## src/acir_pkg.sv

```systemverilog
// Package for the infrared frame encoder: constants, types, maps.
// No dependencies.
package acir_pkg;
   localparam int unsigned PAYLOAD_LIMIT = 784;
   localparam logic [8:0] LEN_SHORT = 9'd199;
   localparam logic [8:0] LEN_LONG = 9'd299;
   localparam logic [12:0] DUR_LEADER = 13'd4400;
   localparam logic [12:0] DUR_GAP = 13'd5220;
   localparam logic [12:0] DUR_ONE = 13'd1620;
   localparam logic [12:0] DUR_BIT = 13'd540;

   localparam logic [2:0] ERR_NONE = 3'd0;
   localparam logic [2:0] ERR_TEMP = 3'd1;
   localparam logic [2:0] ERR_SWING = 3'd2;
   localparam logic [2:0] ERR_RATE = 3'd3;
   localparam logic [2:0] ERR_SHORT = 3'd4;
   localparam logic [2:0] ERR_LIMIT = 3'd5;

   localparam logic [2:0] REG_POWER = 3'd0;
   localparam logic [2:0] REG_MODE = 3'd1;
   localparam logic [2:0] REG_TEMP = 3'd2;
   localparam logic [2:0] REG_FAN = 3'd3;
   localparam logic [2:0] REG_SWING = 3'd4;
   localparam logic [2:0] REG_TIMER = 3'd5;
   localparam logic [2:0] REG_VARIANT = 3'd6;
   localparam logic [2:0] REG_RATE = 3'd7;

   // Divider start request and result.
   typedef struct packed {
      logic        start;
      logic [12:0] dividend;
      logic [15:0] divisor;
   } div_req_type;

   typedef struct packed {
      logic        done;
      logic [12:0] quotient;
   } div_rsp_type;

   function automatic logic [1:0] mode_map(input logic [2:0] m);
      case (m)
         3'd0: mode_map = 2'd2;
         3'd1: mode_map = 2'd0;
         3'd2: mode_map = 2'd1;
         3'd3: mode_map = 2'd1;
         default: mode_map = 2'd3;
      endcase
   endfunction

   function automatic logic [3:0] temp_map(input logic [3:0] ti);
      case (ti)
         4'd0: temp_map = 4'd0;
         4'd1: temp_map = 4'd1;
         4'd2: temp_map = 4'd3;
         4'd3: temp_map = 4'd2;
         4'd4: temp_map = 4'd6;
         4'd5: temp_map = 4'd7;
         4'd6: temp_map = 4'd5;
         4'd7: temp_map = 4'd4;
         4'd8: temp_map = 4'd12;
         4'd9: temp_map = 4'd13;
         4'd10: temp_map = 4'd9;
         4'd11: temp_map = 4'd8;
         4'd12: temp_map = 4'd10;
         default: temp_map = 4'd11;
      endcase
   endfunction

   function automatic logic [2:0] fan_hdr_map(input logic [1:0] f);
      case (f)
         2'd0: fan_hdr_map = 3'd5;
         2'd1: fan_hdr_map = 3'd4;
         2'd2: fan_hdr_map = 3'd2;
         default: fan_hdr_map = 3'd1;
      endcase
   endfunction

   function automatic logic [7:0] fan_tail_map(input logic [1:0] f);
      case (f)
         2'd0: fan_tail_map = 8'd102;
         2'd1: fan_tail_map = 8'd40;
         2'd2: fan_tail_map = 8'd60;
         default: fan_tail_map = 8'd100;
      endcase
   endfunction
endpackage

```

## src/acir_divider.sv

```systemverilog
// Shared restoring divider, one quotient bit per cycle.
// Depends on acir_pkg.
module acir_divider import acir_pkg::*; (
   input  logic        clock,
   input  logic        reset,
   input  div_req_type req,
   output div_rsp_type rsp
);
   logic [12:0] quo_ff, quo_in;
   logic [15:0] rem_ff, rem_in;
   logic [15:0] dsr_ff, dsr_in;
   logic [3:0]  cnt_ff, cnt_in;
   logic        busy_ff, busy_in;
   logic        done_ff, done_in;
   logic [16:0] trial;

   // One shift-subtract step per cycle.
   always_comb begin
      quo_in = quo_ff;
      rem_in = rem_ff;
      dsr_in = dsr_ff;
      cnt_in = cnt_ff;
      busy_in = busy_ff;
      done_in = 1'b0;
      trial = {rem_ff, quo_ff[12]} - {1'b0, dsr_ff};
      if (req.start) begin
         quo_in = req.dividend;
         rem_in = '0;
         dsr_in = req.divisor;
         cnt_in = 4'd0;
         busy_in = 1'b1;
      end else if (busy_ff) begin
         if (trial[16]) begin
            rem_in = {rem_ff[14:0], quo_ff[12]};
            quo_in = {quo_ff[11:0], 1'b0};
         end else begin
            rem_in = trial[15:0];
            quo_in = {quo_ff[11:0], 1'b1};
         end
         cnt_in = cnt_ff + 4'd1;
         if (cnt_ff == 4'd12) begin
            busy_in = 1'b0;
            done_in = 1'b1;
         end
      end
   end

   always_ff @(posedge clock) begin
      quo_ff <= quo_in;
      rem_ff <= rem_in;
      dsr_ff <= dsr_in;
      cnt_ff <= cnt_in;
      if (reset) begin
         busy_ff <= 1'b0;
         done_ff <= 1'b0;
      end else begin
         busy_ff <= busy_in;
         done_ff <= done_in;
      end
   end

   assign rsp.done = done_ff;
   assign rsp.quotient = quo_ff;
endmodule

```

## src/ac_ir_frame_pulse_encoder.sv

```systemverilog
// Top level of the infrared frame encoder: registers, frame builder, sequencer.
// Depends on acir_pkg and acir_divider.
//
// Channel  | Dir | Contents
// req      | in  | tdata: begin_frame
// rsp      | out | tdata: duration, mark, quotient, varint bytes, length, error
// csr      | in  | write index and data
//
// An item goes from its transfer through these steps: start the shared serial
// divider, run the divide steps, raise the done flag, then encode the result.
// A setup error result is valid in the cycle after the transfer.
// Reset is synchronous and clears control state. The result waits in an
// output register; a new item is taken once that register is free and the
// sequencer is back in its idle state.
module ac_ir_frame_pulse_encoder import acir_pkg::*; (
   input  logic        clock,
   input  logic        reset,
   input  logic        req_tvalid,
   output logic        req_tready,
   input  logic [7:0]  req_tdata,   // [0] begin_frame
   output logic        rsp_tvalid,
   input  logic        rsp_tready,
   // [12:0] duration_us, [13] is_mark, [26:14] compressed_value,
   // [34:27] code_byte_first, [42:35] code_byte_second, [50:43] code_byte_third,
   // [52:51] code_length, [55:53] error_code
   output logic [55:0] rsp_tdata,
   output logic        rsp_tlast,   // frame_last
   input  logic        csr_we,
   input  logic [2:0]  csr_index,
   input  logic [15:0] csr_wdata
);
   typedef enum logic [3:0] {
      ST_IDLE = 4'b0001,
      ST_START = 4'b0010,
      ST_DIV = 4'b0100,
      ST_OUT = 4'b1000
   } state_type;

   state_type   state_ff, state_in;
   logic        power_ff, variant_ff;
   logic [2:0]  mode_ff, timer_ff;
   logic [5:0]  temp_ff;
   logic [1:0]  fan_ff;
   logic [7:0]  swing_ff;
   logic [15:0] rate_ff;
   logic [7:0]  hdr_ff [6];
   logic [7:0]  hdr_in [6];
   logic [7:0]  trl_ff [6];
   logic [7:0]  trl_in [6];
   logic [15:0] run_rate_ff, run_rate_in;
   logic [8:0]  run_len_ff, run_len_in;
   logic [8:0]  pos_ff, pos_in;
   logic [9:0]  pay_ff, pay_in;
   logic        active_ff, active_in;
   logic        ovalid_ff, ovalid_in;
   logic [55:0] odata_ff, odata_in;
   logic        olast_ff, olast_in;
   logic [12:0] dur_ff, dur_in;
   logic [2:0]  serr;
   div_req_type dreq;
   div_rsp_type drsp;

   // Configuration writes.
   always_ff @(posedge clock) begin
      if (reset) begin
         power_ff <= 1'b1;
         mode_ff <= 3'd0;
         temp_ff <= 6'd24;
         fan_ff <= 2'd0;
         swing_ff <= 8'd0;
         timer_ff <= 3'd0;
         variant_ff <= 1'b0;
         rate_ff <= 16'd1;
      end else if (csr_we) begin
         case (csr_index)
            REG_POWER: power_ff <= csr_wdata[0];
            REG_MODE: mode_ff <= csr_wdata[2:0];
            REG_TEMP: temp_ff <= csr_wdata[5:0];
            REG_FAN: fan_ff <= csr_wdata[1:0];
            REG_SWING: swing_ff <= csr_wdata[7:0];
            REG_TIMER: timer_ff <= csr_wdata[2:0];
            REG_VARIANT: variant_ff <= csr_wdata[0];
            REG_RATE: rate_ff <= csr_wdata;
            default: ;
         endcase
      end
   end

   // Header and trailer bytes from the registers, with setup error check.
   always_comb begin
      logic [2:0] m;
      logic [3:0] ti;
      logic [7:0] b2, nib, b4, sw;
      logic [9:0] swf;
      m = (mode_ff > 3'd4) ? 3'd4 : mode_ff;
      ti = 4'(temp_ff - 6'd17);
      b2 = '0;
      serr = ERR_NONE;
      for (int i = 0; i < 6; i++) hdr_in[i] = '0;
      hdr_in[0] = 8'hB2;
      hdr_in[1] = 8'h4D;
      swf = variant_ff ? {swing_ff, 2'b00} - 10'd1 : {1'b0, swing_ff, 1'b0} - 10'd1;
      sw = swf[7:0];
      if (m == 3'd0 || m == 3'd2) begin
         nib = {temp_map(ti), 4'd0};
      end else begin
         b2 = {fan_hdr_map(fan_ff), 5'd0};
         nib = (m != 3'd3) ? {temp_map(ti), 4'd0} : 8'hE0;
      end
      b4 = {4'd0, mode_map(m), 2'd0} | nib;
      if (!power_ff) begin
         hdr_in[2] = 8'h7B;
         hdr_in[3] = 8'h84;
         hdr_in[4] = 8'hE0;
         hdr_in[5] = 8'h1F;
      end else if (swing_ff != 8'd0) begin
         hdr_in[4] = {6'd0, sw[6:5]} | b4;
         hdr_in[2] = {3'd0, sw[4:0]} | b2;
         hdr_in[5] = (ti < 4'd9) ? 8'h7F : 8'hFF;
         hdr_in[3] = ~hdr_in[2];
      end else begin
         hdr_in[4] = b4;
         hdr_in[2] = b2 | 8'h1F;
         hdr_in[5] = ~b4;
         hdr_in[3] = ~hdr_in[2];
      end
      if (temp_ff < 6'd17 || temp_ff > 6'd30) serr = ERR_TEMP;
      else if (power_ff && swing_ff != 8'd0 && swf > 10'h7F) serr = ERR_SWING;
      else if (rate_ff == 16'd0) serr = ERR_RATE;
      trl_in[0] = 8'hD5;
      trl_in[1] = fan_tail_map(fan_ff);
      trl_in[2] = {timer_ff, 5'd0};
      trl_in[3] = 8'd0;
      trl_in[4] = 8'd0;
      trl_in[5] = 8'hD5 + trl_in[1] + trl_in[2];
   end

   // Duration of the current frame position.
   function automatic logic [12:0] bit_dur(input logic [7:0] bytes [6], input logic [6:0] k);
      logic [2:0] idx;
      idx = 3'(k[6:4]);
      if (!k[0]) bit_dur = DUR_BIT;
      else bit_dur = bytes[idx][3'd7 - k[3:1]] ? DUR_ONE : DUR_BIT;
   endfunction

   always_comb begin
      if (pos_ff < 9'd2) dur_in = DUR_LEADER;
      else if (pos_ff < 9'd98) dur_in = bit_dur(hdr_ff, 7'(pos_ff - 9'd2));
      else if (pos_ff == 9'd98) dur_in = DUR_BIT;
      else if (pos_ff == 9'd99) dur_in = DUR_GAP;
      else if (pos_ff < 9'd102) dur_in = DUR_LEADER;
      else if (pos_ff < 9'd198) dur_in = bit_dur(hdr_ff, 7'(pos_ff - 9'd102));
      else if (pos_ff == 9'd198) dur_in = DUR_BIT;
      else if (pos_ff == 9'd199) dur_in = DUR_GAP;
      else if (pos_ff < 9'd202) dur_in = DUR_LEADER;
      else if (pos_ff < 9'd298) dur_in = bit_dur(trl_ff, 7'(pos_ff - 9'd202));
      else dur_in = DUR_BIT;
   end

   // The divider starts from the duration of the position and bytes just latched.
   assign req_tready = (state_ff == ST_IDLE) && !ovalid_ff;
   assign dreq.start = (state_ff == ST_START);
   assign dreq.dividend = dur_in;
   assign dreq.divisor = run_rate_ff;

   acir_divider u_div (.clock(clock), .reset(reset), .req(dreq), .rsp(drsp));

   // Sequencer and result encoding.
   always_comb begin
      logic [12:0] q;
      logic [9:0]  psum;
      logic [1:0]  len;
      logic [7:0]  c0, c1, c2;
      logic        mk;
      state_in = state_ff;
      pos_in = pos_ff;
      pay_in = pay_ff;
      active_in = active_ff;
      run_rate_in = run_rate_ff;
      run_len_in = run_len_ff;
      ovalid_in = ovalid_ff && !rsp_tready;
      odata_in = odata_ff;
      olast_in = olast_ff;
      q = drsp.quotient;
      mk = !pos_ff[0];
      c0 = '0; c1 = '0; c2 = '0; len = 2'd1;
      if (q <= 13'h7F) begin
         c0 = {1'b0, q[6:0]};
      end else begin
         c0 = {1'b1, q[6:0]}; c1 = {2'b0, q[12:7]}; len = 2'd2;
      end
      psum = pay_ff + {8'd0, len};
      case (state_ff)
         ST_IDLE: begin
            if (req_tvalid && req_tready) begin
               if (req_tdata[0]) begin
                  pos_in = '0;
                  pay_in = '0;
                  if (serr != ERR_NONE) begin
                     active_in = 1'b0;
                     ovalid_in = 1'b1;
                     olast_in = 1'b1;
                     odata_in = {serr, 2'd1, 51'd0};
                  end else begin
                     active_in = 1'b1;
                     run_rate_in = rate_ff;
                     run_len_in = (power_ff && !variant_ff) ? LEN_LONG : LEN_SHORT;
                     state_in = ST_START;
                  end
               end else if (active_ff) begin
                  state_in = ST_START;
               end
            end
         end
         ST_START: state_in = ST_DIV;
         ST_DIV: if (drsp.done) state_in = ST_OUT;
         ST_OUT: begin
            state_in = ST_IDLE;
            ovalid_in = 1'b1;
            if (q == 13'd0) begin
               active_in = 1'b0;
               pos_in = '0;
               olast_in = 1'b1;
               odata_in = {ERR_SHORT, 2'd1, 24'd0, 13'd0, mk, dur_ff};
            end else if (psum > 10'(PAYLOAD_LIMIT)) begin
               active_in = 1'b0;
               pos_in = '0;
               pay_in = psum;
               olast_in = 1'b1;
               odata_in = {ERR_LIMIT, 2'd1, 24'd0, q, mk, dur_ff};
            end else begin
               pay_in = psum;
               olast_in = (pos_ff + 9'd1 >= run_len_ff);
               if (olast_in) begin
                  active_in = 1'b0;
                  pos_in = '0;
               end else begin
                  pos_in = pos_ff + 9'd1;
               end
               odata_in = {ERR_NONE, len, c2, c1, c0, q, mk, dur_ff};
            end
         end
         default: state_in = ST_IDLE;
      endcase
   end

   always_ff @(posedge clock) begin
      dur_ff <= dur_in;
      odata_ff <= odata_in;
      olast_ff <= olast_in;
      run_rate_ff <= run_rate_in;
      if (state_ff == ST_IDLE && req_tvalid && req_tready && req_tdata[0]) begin
         for (int i = 0; i < 6; i++) begin
            hdr_ff[i] <= hdr_in[i];
            trl_ff[i] <= trl_in[i];
         end
      end
      if (reset) begin
         state_ff <= ST_IDLE;
         pos_ff <= '0;
         pay_ff <= '0;
         active_ff <= 1'b0;
         ovalid_ff <= 1'b0;
         run_len_ff <= '0;
      end else begin
         state_ff <= state_in;
         pos_ff <= pos_in;
         pay_ff <= pay_in;
         active_ff <= active_in;
         ovalid_ff <= ovalid_in;
         run_len_ff <= run_len_in;
      end
   end

   assign rsp_tvalid = ovalid_ff;
   assign rsp_tdata = odata_ff;
   assign rsp_tlast = olast_ff;
endmodule

```

## config.mk

```make
export PLATFORM = sky130hd
export DESIGN_NAME = ac_ir_frame_pulse_encoder
export DESIGN_NICKNAME = d
export VERILOG_FILES = /design/src/acir_pkg.sv /design/src/acir_divider.sv /design/src/ac_ir_frame_pulse_encoder.sv
export SDC_FILE = /design/constraint.sdc
export NUM_CORES = 1
export LEC_CHECK = 0
export BUFFER_PORTS_ARGS = -buffer_cell sky130_fd_sc_hd__buf_2
export CORE_MARGIN = 2
export CORE_UTILIZATION = 55
export DETAILED_ROUTE_END_ITERATION = 10
export GPL_TIMING_DRIVEN = 0
export MAX_ROUTING_LAYER = met4
export PLACE_DENSITY_LB_ADDON = 0.3
export SETUP_SLACK_MARGIN = 0.02
export SLEW_MARGIN = 40
export SYNTH_ARGS = -nofsm -noshare
export SYNTH_HDL_FRONTEND = slang
export SYNTH_SLANG_ARGS = --single-unit
```

## constraint.sdc

```tcl
create_clock -name clock -period 3.9 [get_ports clock]
set_clock_uncertainty 0.15 [all_clocks]
set_input_delay 0.39 -clock clock [delete_from_list [all_inputs] [get_ports clock]]
set_output_delay 0.39 -clock clock [all_outputs]
set_load 0.02 [all_outputs]
```

==> flow_metrics.env, run 1 <==
export IMPL_status="completed"
export IMPL_synth_cells=1184
export IMPL_drt_initial_drc_count=858
export IMPL_async_flop_share=0
export IMPL_core_area_sq_um=21000
export IMPL_critPathMaxFanout=5
export IMPL_synth_ff_type="edfxtp_1"
export IMPL_required_ps=4180
export IMPL_vias=9371
export IMPL_synth_common_cells="edfxtp_1 (126), nand2_1 (115), dfxtp_1 (97)"
export IMPL_antenna_found_initial=0
export IMPL_cts_max_level=1
export IMPL_yosysTopAreaCellShare=0.320
export IMPL_worst_pin_slew_ps=771
export IMPL_fill_cells=1651
export IMPL_fin_nets=1394
export IMPL_setup_ws_ps=142
export IMPL_track_usage=0.271
export IMPL_initial_utilization=0.562
export IMPL_drt_wl_total_um=29600
export IMPL_clk_latency_ps=520
export IMPL_grt_max_degree=47
export IMPL_overflow=0
export IMPL_clk_pin_slew_ps=60
export IMPL_hold_viol=0
export IMPL_p_leak_nw=5.30
export IMPL_fmax_mhz=266
export IMPL_postLayoutCoreUtil=0.647
export IMPL_die_h_um=151
export IMPL_setup_tns_final_ps=0
export IMPL_multi_input_area_sq_um=5650
export IMPL_finalWeightedCongestion=0.949
export IMPL_seqCellArea_sq_um=5730
export IMPL_fin_crit_sh=0.963
export IMPL_criticalPathCategory="reg2reg"
export IMPL_tritoncts="yes"
export IMPL_finalSetupViolCount=0
export IMPL_io_buffers=65
export IMPL_firstDrtPassIters=5
export IMPL_hp_class="in2reg"
export IMPL_avgViaCountPerCell=5.84
export IMPL_synthDistinctLibCells=90
export IMPL_drv_slew=0
export IMPL_yosys_area_top_type="edfxtp_1"
export IMPL_dp_hpwl_um=21400
export IMPL_fin_area_sq_um=13600
export IMPL_drive_gt1_frac=0.144
export IMPL_startpoint_type="register"
export IMPL_pwr_density_cell_nw_per_um2=494
export IMPL_grt_pass1_vias=8860
export IMPL_root_buffer="clkbuf_16"
export IMPL_synthMostInstantiatedCell="edfxtp_1"
export IMPL_grt_setup_unrepaired="false"
export IMPL_yosysSeqAreaShare=0.485
export IMPL_avgRoutedWirePerCell_um=18.5
export IMPL_end_kind="register"
export IMPL_die_area_sq_um=22700
export IMPL_ioPinCount=91
export IMPL_fp_row_count=53
export IMPL_synth_avg_cell_area_sq_um=9.98
export IMPL_ys_ff_latch=223
export IMPL_layout_min_cycle_time_ps=3760
export IMPL_syn_area_sq_um=11800
export IMPL_placed_cell_area_sq_um=12600
export IMPL_insertedDiodeCount=0
export IMPL_die_x_um=151
export IMPL_cts_buffer_depth=3
export IMPL_place_ws_ps=-354
export IMPL_worst_endpoint_arrival_ps=4040
export IMPL_ant_nets=0
export IMPL_cts_buffers=24
export IMPL_post_route_drc_count=0
export IMPL_yosysWarnings=0
export IMPL_cts_sinks=223
export IMPL_slew_headroom=0.482
export IMPL_synth_area_leaders="edfxtp_1 (32%), dfxtp_1 (16%), ha_1 (5.1%)"
export IMPL_syn_to_final_growth_pct=15.2
export IMPL_ir_worst_vdd_v=0.000381
export IMPL_grt_pass1_wl_um=46900
export IMPL_drv_cap=0
export IMPL_synth_edf_count=126
[worst max-delay path, cell delays in order (launching register included)]
cell and delay, ps:
edfxtp_1 490, nor2_2 150, and3_4 260, ha_4 140, inv_1 40, fa_1 490
inv_1 70, or4_1 480, a21oi_2 210, o32ai_4 140, a31o_4 300, a2111oi_4 270
buf_4 210, a21oi_1 60, o21ai_1 200
[metrics by stage]
step	total power, W	hold slack (ps)	instances
global route	0.00704	66.6	1605
finish	0.00672	51.0	1605
detailed placement	0.00460	255	1537
floorplan	0.00422	250	1197
CTS	0.00671	33.4	1598
global placement	0.00455	253	1537
[placed cells by master (no fill, tap or decap), types with 12 or more instances in the layout]
cell / instances
a21oi_1: 75
and2_1: 42
buf_2: 77
buf_4: 32
clkbuf_1: 35
clkbuf_16: 24
conb_1: 14
dfxtp_1: 96
dlygate4sd3_1: 13
edfxtp_1: 126
ha_1: 47
inv_1: 68
mux2i_1: 44
nand2_1: 114
nand3_1: 23
nor2_1: 91
nor2b_1: 17
nor3_1: 23
o21a_1: 16
o21ai_0: 46
o21ai_1: 12
xnor2_1: 25
xor2_1: 19
[metal layers]
layer | track usage | vias to the layer above | wire length, um
li1 | - | 4488 | -
met1 | 0.384 | 4435 | 13500
met2 | 0.414 | 391 | 13300
met3 | 0.0379 | 57 | 2210
met4 | 0.0623 | 0 | 631
met5 | - | - | 0
[logic make-up (layout without fill, tap and decap cells)]
logic type	after synthesis	count (layout)	share of synthesized area
AO/OA/AOI/OAI	264	264	0.150
XOR/XNOR	47	47	0.0355
adder cells (fa/ha/maj)	50	50	0.0542
buffers and inverters	136	269	0.0513
flip-flops	223	223	0.485
multiplexers	50	50	0.0440
other	1	14	0.000317
AND/OR/NAND/NOR	413	413	0.180
[sequential cells by signal, summed over array words and instances (netlist names), 7 cells and up]
register and count:
rsp_tdata 39, hdr_ff 28, rate_ff 16, run_rate_ff 16, u_div.dsr_ff 16, u_div.rem_ff 16, trl_ff 13, u_div.quo_ff 13
pay_ff 10, pos_ff 9, swing_ff 8, dur_ff 7
[final timing paths]
kind | slack, ps | start | cells after the start | to
hold reg to reg | 270 | run_rate_ff[15] | 0 | u_div.dsr_ff[15]
setup reg to reg | 140 | u_div.quo_ff[9] | 14 | pos_ff[3]
hold / removal | 50 | csr_wdata[2] | 3 | rate_ff[2]
setup / recovery | 140 | u_div.quo_ff[9] | 14 | pos_ff[3]
[report_power, final]
group          switching [W]  leakage [nW]  internal [W]  total [W]
combinational       0.000943          3.03      0.000701    0.00164
sequential          0.000189          1.92       0.00280    0.00299
clock               0.000908         0.345       0.00118    0.00209
[area by class of cell]
cell class                 count  area share
multi-input combinational    838       0.415
clock buffer                  35      0.0486
clock inverter                 9     0.00451
inverter                      69      0.0190
buffer                        65      0.0258
sequential                   223       0.421
tap                          275      0.0253
timing repair buffer          91      0.0406
[repair_timing]
item | 4_1_cts | 5_1_grt
gates resized for setup | 7 | 15
setup buffers | 5 | 8
pin swaps | 2 | 7
endpoints found under the hold margin | 17 | 0
hold buffers | 13 | 0
setup endpoints to repair | 26 | 29
Note: power is estimated with default switching activity, not from simulation.
==> inputs of run 2 (changes only) <==
--- a/config.mk
+++ b/config.mk
@@ -7,7 +7,7 @@
 export LEC_CHECK = 0
 export BUFFER_PORTS_ARGS = -buffer_cell sky130_fd_sc_hd__buf_2
 export CORE_MARGIN = 2
-export CORE_UTILIZATION = 55
+export CORE_UTILIZATION = 39
 export DETAILED_ROUTE_END_ITERATION = 10
 export GPL_TIMING_DRIVEN = 0
 export MAX_ROUTING_LAYER = met4
==> run 2 against run 1 <==
Effect of this change: cell area up 2.2%; register-to-register slack worse by 60 ps; maximum frequency down 1.6%; global-route usage down 7.5 points; die area up 40%; sequential power about the same; power up 5.4%; combinational power about the same; critical path type unchanged; largest power group unchanged.
==> flow_metrics.env, run 2 (synthesis gave the netlist of run 1 again) <==
export IMPL_die_h_um=178
export IMPL_grt_pass1_wl_um=47500
export IMPL_layout_min_cycle_time_ps=3820
export IMPL_fmax_mhz=262
export IMPL_post_route_drc_count=0
export IMPL_hp_class="in2reg"
export IMPL_ioPinCount=91
export IMPL_cts_sinks=223
export IMPL_clk_latency_ps=510
export IMPL_place_ws_ps=-226
export IMPL_crit_buf_inv=4
export IMPL_status="completed"
export IMPL_cts_buffer_depth=3
export IMPL_core_area_sq_um=29700
export IMPL_dp_hpwl_um=22100
export IMPL_drt_initial_drc_count=682
export IMPL_final_cell_mix="edfxtp_1 (126), nand2_1 (114), dfxtp_1 (96)"
export IMPL_grt_max_degree=47
export IMPL_fp_row_count=63
export IMPL_critical_path_max_stage_delay_ps=540
export IMPL_drive_gt1_frac=0.155
export IMPL_startpoint_type="register"
export IMPL_worst_endpoint_arrival_ps=4110
export IMPL_root_buffer="clkbuf_16"
export IMPL_die_area_sq_um=31700
export IMPL_cts_buffers=25
export IMPL_insertedDiodeCount=0
export IMPL_drv_slew=0
export IMPL_hold_viol=0
export IMPL_critPathTopFamily="compound AO/OA/AOI/OAI gates"
export IMPL_final_common_cell="edfxtp_1"
export IMPL_tritoncts="yes"
export IMPL_ant_nets=0
export IMPL_dp_cells=1653
export IMPL_fin_nets=1396
export IMPL_clk_pin_slew_ps=60
export IMPL_io_buffers=65
export IMPL_final_cell_count_no_fill=1722
export IMPL_overflow=0
export IMPL_syn_to_final_growth_pct=17.7
export IMPL_p_leak_nw=5.37
export IMPL_die_x_um=178
export IMPL_track_usage=0.196
export IMPL_required_ps=4190
export IMPL_antenna_found_initial=0
export IMPL_initial_utilization=0.398
export IMPL_pwr_density_cell_nw_per_um2=509
export IMPL_slowest_stage="fa_1"
export IMPL_firstDrtPassIters=5
export IMPL_critPathMaxFanout=6
export IMPL_worst_pin_slew_ps=870
export IMPL_end_kind="register"
export IMPL_grt_pass1_vias=8762
export IMPL_avgViaCountPerCell=5.36
export IMPL_setup_ws_ps=79.9
export IMPL_criticalPathCategory="reg2reg"
export IMPL_largest_register_ffs=39
export IMPL_path_cells="nor2_1 > and3_4 > ha_4 > inv_1 > fa_1 > inv_2 > or4_4 > a21oi_4 > o32ai_4 > a31o_4 > a2111oi_4 > buf_6 > buf_4 > nand3b_1 > o21ai_1"
export IMPL_slew_headroom=0.420
export IMPL_ir_worst_vdd_v=0.000284
export IMPL_finalWeightedCongestion=0.947
export IMPL_fin_crit_sh=0.980
export IMPL_drv_cap=0
export IMPL_finalSetupViolCount=0
export IMPL_vias=9224
export IMPL_cts_max_level=1
export IMPL_drt_wl_total_um=30200
export IMPL_total_power_w=0.00708
export IMPL_avgRoutedWirePerCell_um=17.6
run 2: changes by cell type in the layout (fill, tap and decap cells not counted), moves of 3 or more:
cell,before,now
clkbuf_1,35,29
buf_4,32,37
bufinv_16,0,4
dlygate4sd3_1,13,9
clkinv_1,3,0
run 2: worst paths after layout:
| path | from | slack (ps) | end | cells after the start |
|---|---|---|---|---|
| worst max-delay path | u_div.quo_ff[10] | 80 | pos_ff[5] | 15 |
| worst min-delay path | csr_wdata[5] | 50 | rate_ff[5] | 3 |
| worst max register to register | u_div.quo_ff[10] | 80 | pos_ff[5] | 15 |
| worst min register to register | run_rate_ff[1] | 260 | u_div.dsr_ff[1] | 0 |
run 2: layout make-up:
class / instances / area [sq um]
clock inverters: 13 / 189
fillers: 2785 / 15800
repair buffers: 93 / 556
clock buffers: 32 / 692
inverters: 69 / 259
plain buffers: 64 / 347
flip-flops and latches: 223 / 5730
multi-input cells: 838 / 5650
well taps: 390 / 488
run 2: repair_timing:
action	in CTS	in global routing
setup buffers	0	18
setup endpoints to repair	24	24
gates resized for setup	5	16
gates cloned	0	0
hold buffers	9	0
hold endpoints to repair	9	0
pin swaps	0	9
run 2: power breakdown:
| group | leakage [nW] | switching (W) | total [W] | internal [W] |
|---|---|---|---|---|
| combinational | 3.03 | 0.000931 | 0.00163 | 0.000698 |
| clock | 0.420 | 0.000952 | 0.00248 | 0.00153 |
| sequential | 1.92 | 0.000178 | 0.00297 | 0.00280 |
run 2: worst min-delay path, cell delays in order:
cell     delay (ps)
buf_2           140
nand2_1          80
a21oi_1          50
run 2: metal layers:
metal  wire length [um]  vias up  global-route usage
met5                  0        -                   -
met4                620        0              0.0468
met3               1850       48              0.0222
met2              14100      281               0.314
met1              13700     4397               0.266
li1                   -     4498                   -
run 2: metrics by stage:
step           cell area [sq um]  hold WS, ps  setup TNS [ps]  utilization
6_report                   13900         45.6               0        0.468
5_1_grt                    13900         40.7           -34.9        0.468
4_1_cts                    13700         21.9               0        0.461
3_5_place_dp               12700          256           -3530        0.428
3_3_place_gp               12700          252          -13350        0.427
2_1_floorplan              11900          250               0            -
==> inputs of run 3 (changes only) <==
==> constraint.sdc (replaced) <==
create_clock -name clock -period 4.65 [get_ports clock]
set_clock_uncertainty 0.15 [all_clocks]
set_input_delay 0.465 -clock clock [delete_from_list [all_inputs] [get_ports clock]]
set_output_delay 0.465 -clock clock [all_outputs]
set_load 0.02 [all_outputs]
==> run 3 against run 2 <==
Effect of this change: routed wire length decreased by 2.3%; count of clock-buffer cells in the layout increased by 2; worst hold slack got worse by 11 ps; via count shrank 0.59%; critical endpoint is now rsp_tdata[31]; worst setup slack better by 410 ps; cell area down 2.9%; largest cell class unchanged; maximum frequency down 8.1%; utilization decreased by 1.4 points; combinational power down 17%.
==> flow_metrics.env, run 3 (synthesis gave the netlist of run 1 again) <==
export IMPL_status="completed"
export IMPL_vias=9170
export IMPL_post_route_drc_count=0
export IMPL_met1_usage=0.263
export IMPL_setup_tns_final_ps=0
export IMPL_post_cts_buffers=0
export IMPL_fmax_mhz=241
export IMPL_overflow=0
export IMPL_die_area_sq_um=31700
export IMPL_final_common_cell="edfxtp_1"
export IMPL_avgRoutedWirePerCell_um=17.4
export IMPL_required_ps=4880
export IMPL_clk_latency_ps=520
export IMPL_avgViaCountPerCell=5.40
export IMPL_pwr_density_cell_nw_per_um2=421
export IMPL_finalSetupViolCount=0
export IMPL_io_buffers=65
export IMPL_drive_gt1_frac=0.134
export IMPL_ir_worst_vdd_v=0.000259
export IMPL_track_usage=0.191
export IMPL_syn_to_final_growth_pct=14.2
export IMPL_critPathMaxFanout=10
export IMPL_grt_setup_unrepaired="false"
export IMPL_hold_viol=0
export IMPL_p_leak_nw=5.18
export IMPL_insertedDiodeCount=0
export IMPL_startpoint_type="register"
export IMPL_die_x_um=178
export IMPL_largest_register_ffs=39
export IMPL_die_h_um=178
export IMPL_worst_pin_slew_ps=801
export IMPL_min_from="csr_wdata[13]"
export IMPL_rr_endpoint="rsp_tdata[31]"
export IMPL_hold_depth=3
export IMPL_dp_cells=1654
export IMPL_dp_hpwl_um=21900
export IMPL_hold_buffers=0
export IMPL_cts_resized_gates=0
export IMPL_reg2reg_depth=13
export IMPL_drv_cap=0
export IMPL_finalWeightedCongestion=0.942
export IMPL_grtUsageMet2=0.300
export IMPL_drt_wl_total_um=29500
export IMPL_grt_util_met3=0.0234
export IMPL_busiest_layer="met2"
export IMPL_fill_cells=2833
export IMPL_fin_crit_sh=0.894
export IMPL_tritoncts="yes"
export IMPL_final_cell_count_no_fill=1699
export IMPL_grt_pass1_wl_um=46400
export IMPL_r2r_setup_slack_ps=490
export IMPL_fp_row_count=63
export IMPL_core_area_sq_um=29700
export IMPL_drv_slew=0
export IMPL_grt_pass1_vias=8545
export IMPL_grt_max_degree=43
export IMPL_root_buffer="clkbuf_16"
export IMPL_end_kind="register"
export IMPL_rr_startpoint="u_div.quo_ff[7]"
export IMPL_fin_nets=1373
export IMPL_worst_endpoint_arrival_ps=4390
export IMPL_clk_pin_slew_ps=60
export IMPL_place_ws_ps=521
export IMPL_initial_utilization=0.398
export IMPL_ioPinCount=91
export IMPL_firstDrtPassIters=5
export IMPL_cts_buffers=25
export IMPL_antenna_found_initial=0
export IMPL_cts_max_level=1
export IMPL_cts_buffer_depth=3
export IMPL_layout_min_cycle_time_ps=4160
export IMPL_cts_sinks=223
export IMPL_setup_ws_ps=494
export IMPL_slew_headroom=0.462
export IMPL_ant_nets=0
export IMPL_hp_class="in2reg"
export IMPL_hold_end="rate_ff[13]"
export IMPL_final_cell_mix="edfxtp_1 (126), nand2_1 (114), dfxtp_1 (97)"
export IMPL_criticalPathCategory="reg2reg"
export IMPL_drt_initial_drc_count=828
-- run 3: cell count changes in the layout (fill, tap and decap cells not counted), sizes merged, moves of 2 or more --
cell,before,now
bufinv,4,0
clkinv,4,6
buf,120,104
dlygate4sd3,9,0
clkbuf,60,64
-- run 3: worst max path at each step --
stage,cells past startpoint,slack (ps),to,start
CTS,13,480,rsp_tdata[37],u_div.quo_ff[7]
global placement,6,-500,rsp_tdata[21],state_ff[3]
finish,13,490,rsp_tdata[31],u_div.quo_ff[7]
global route,12,130,u_div.quo_ff[3],pos_ff[2]
detailed placement,13,520,rsp_tdata[35],u_div.quo_ff[9]
floorplan,6,370,rsp_tdata[10],state_ff[3]
-- run 3: critical path, stage by stage, from the launching register on --
cell and delay [ps]:
edfxtp_1 470, nor2_1 130, and3_1 160, clkbuf_1 290, ha_1 240, inv_1 50, fa_1 430, nand3b_1 300
nor3_2 340, o211a_1 200, o32ai_1 110, a31oi_1 580, clkbuf_1 370, and2_1 180
-- run 3: through the flow --
stage	area, sq um	power (W)	util	hold WS [ps]
floorplan	11900	0.00354	-	250
global placement	12700	0.00384	0.427	250
detailed placement	12700	0.00387	0.428	255
CTS	13500	0.00573	0.454	13.8
global route	13500	0.00598	0.454	22.7
finish	13500	0.00569	0.454	34.4
-- run 3: final cells by class --
| class | instances | area (sq um) | share of cell area |
|---|---|---|---|
| clock inverters | 11 | 80.1 | 0.00593 |
| well taps | 390 | 488 | 0.0362 |
| flip-flops and latches | 223 | 5730 | 0.424 |
| clock buffers | 34 | 689 | 0.0511 |
| multi-input cells | 838 | 5550 | 0.411 |
| inverters | 69 | 259 | 0.0192 |
| repair buffers | 67 | 350 | 0.0260 |
| plain buffers | 67 | 352 | 0.0261 |
-- run 3: layer usage --
metal  part of all wire  vias to the layer above
li1                   -                     4459
met1               0.45                     4368
met2               0.46                      290
met3              0.063                       53
met4              0.026                        0
met5                  0                        -
-- run 3: report_power, final --
group          total (W)  leakage, nW  internal [W]  switching, W
registers        0.00249         1.92       0.00234      0.000144
clock network    0.00185        0.372       0.00105      0.000801
logic            0.00135         2.89      0.000575      0.000774
total            0.00569         5.18       0.00397       0.00172
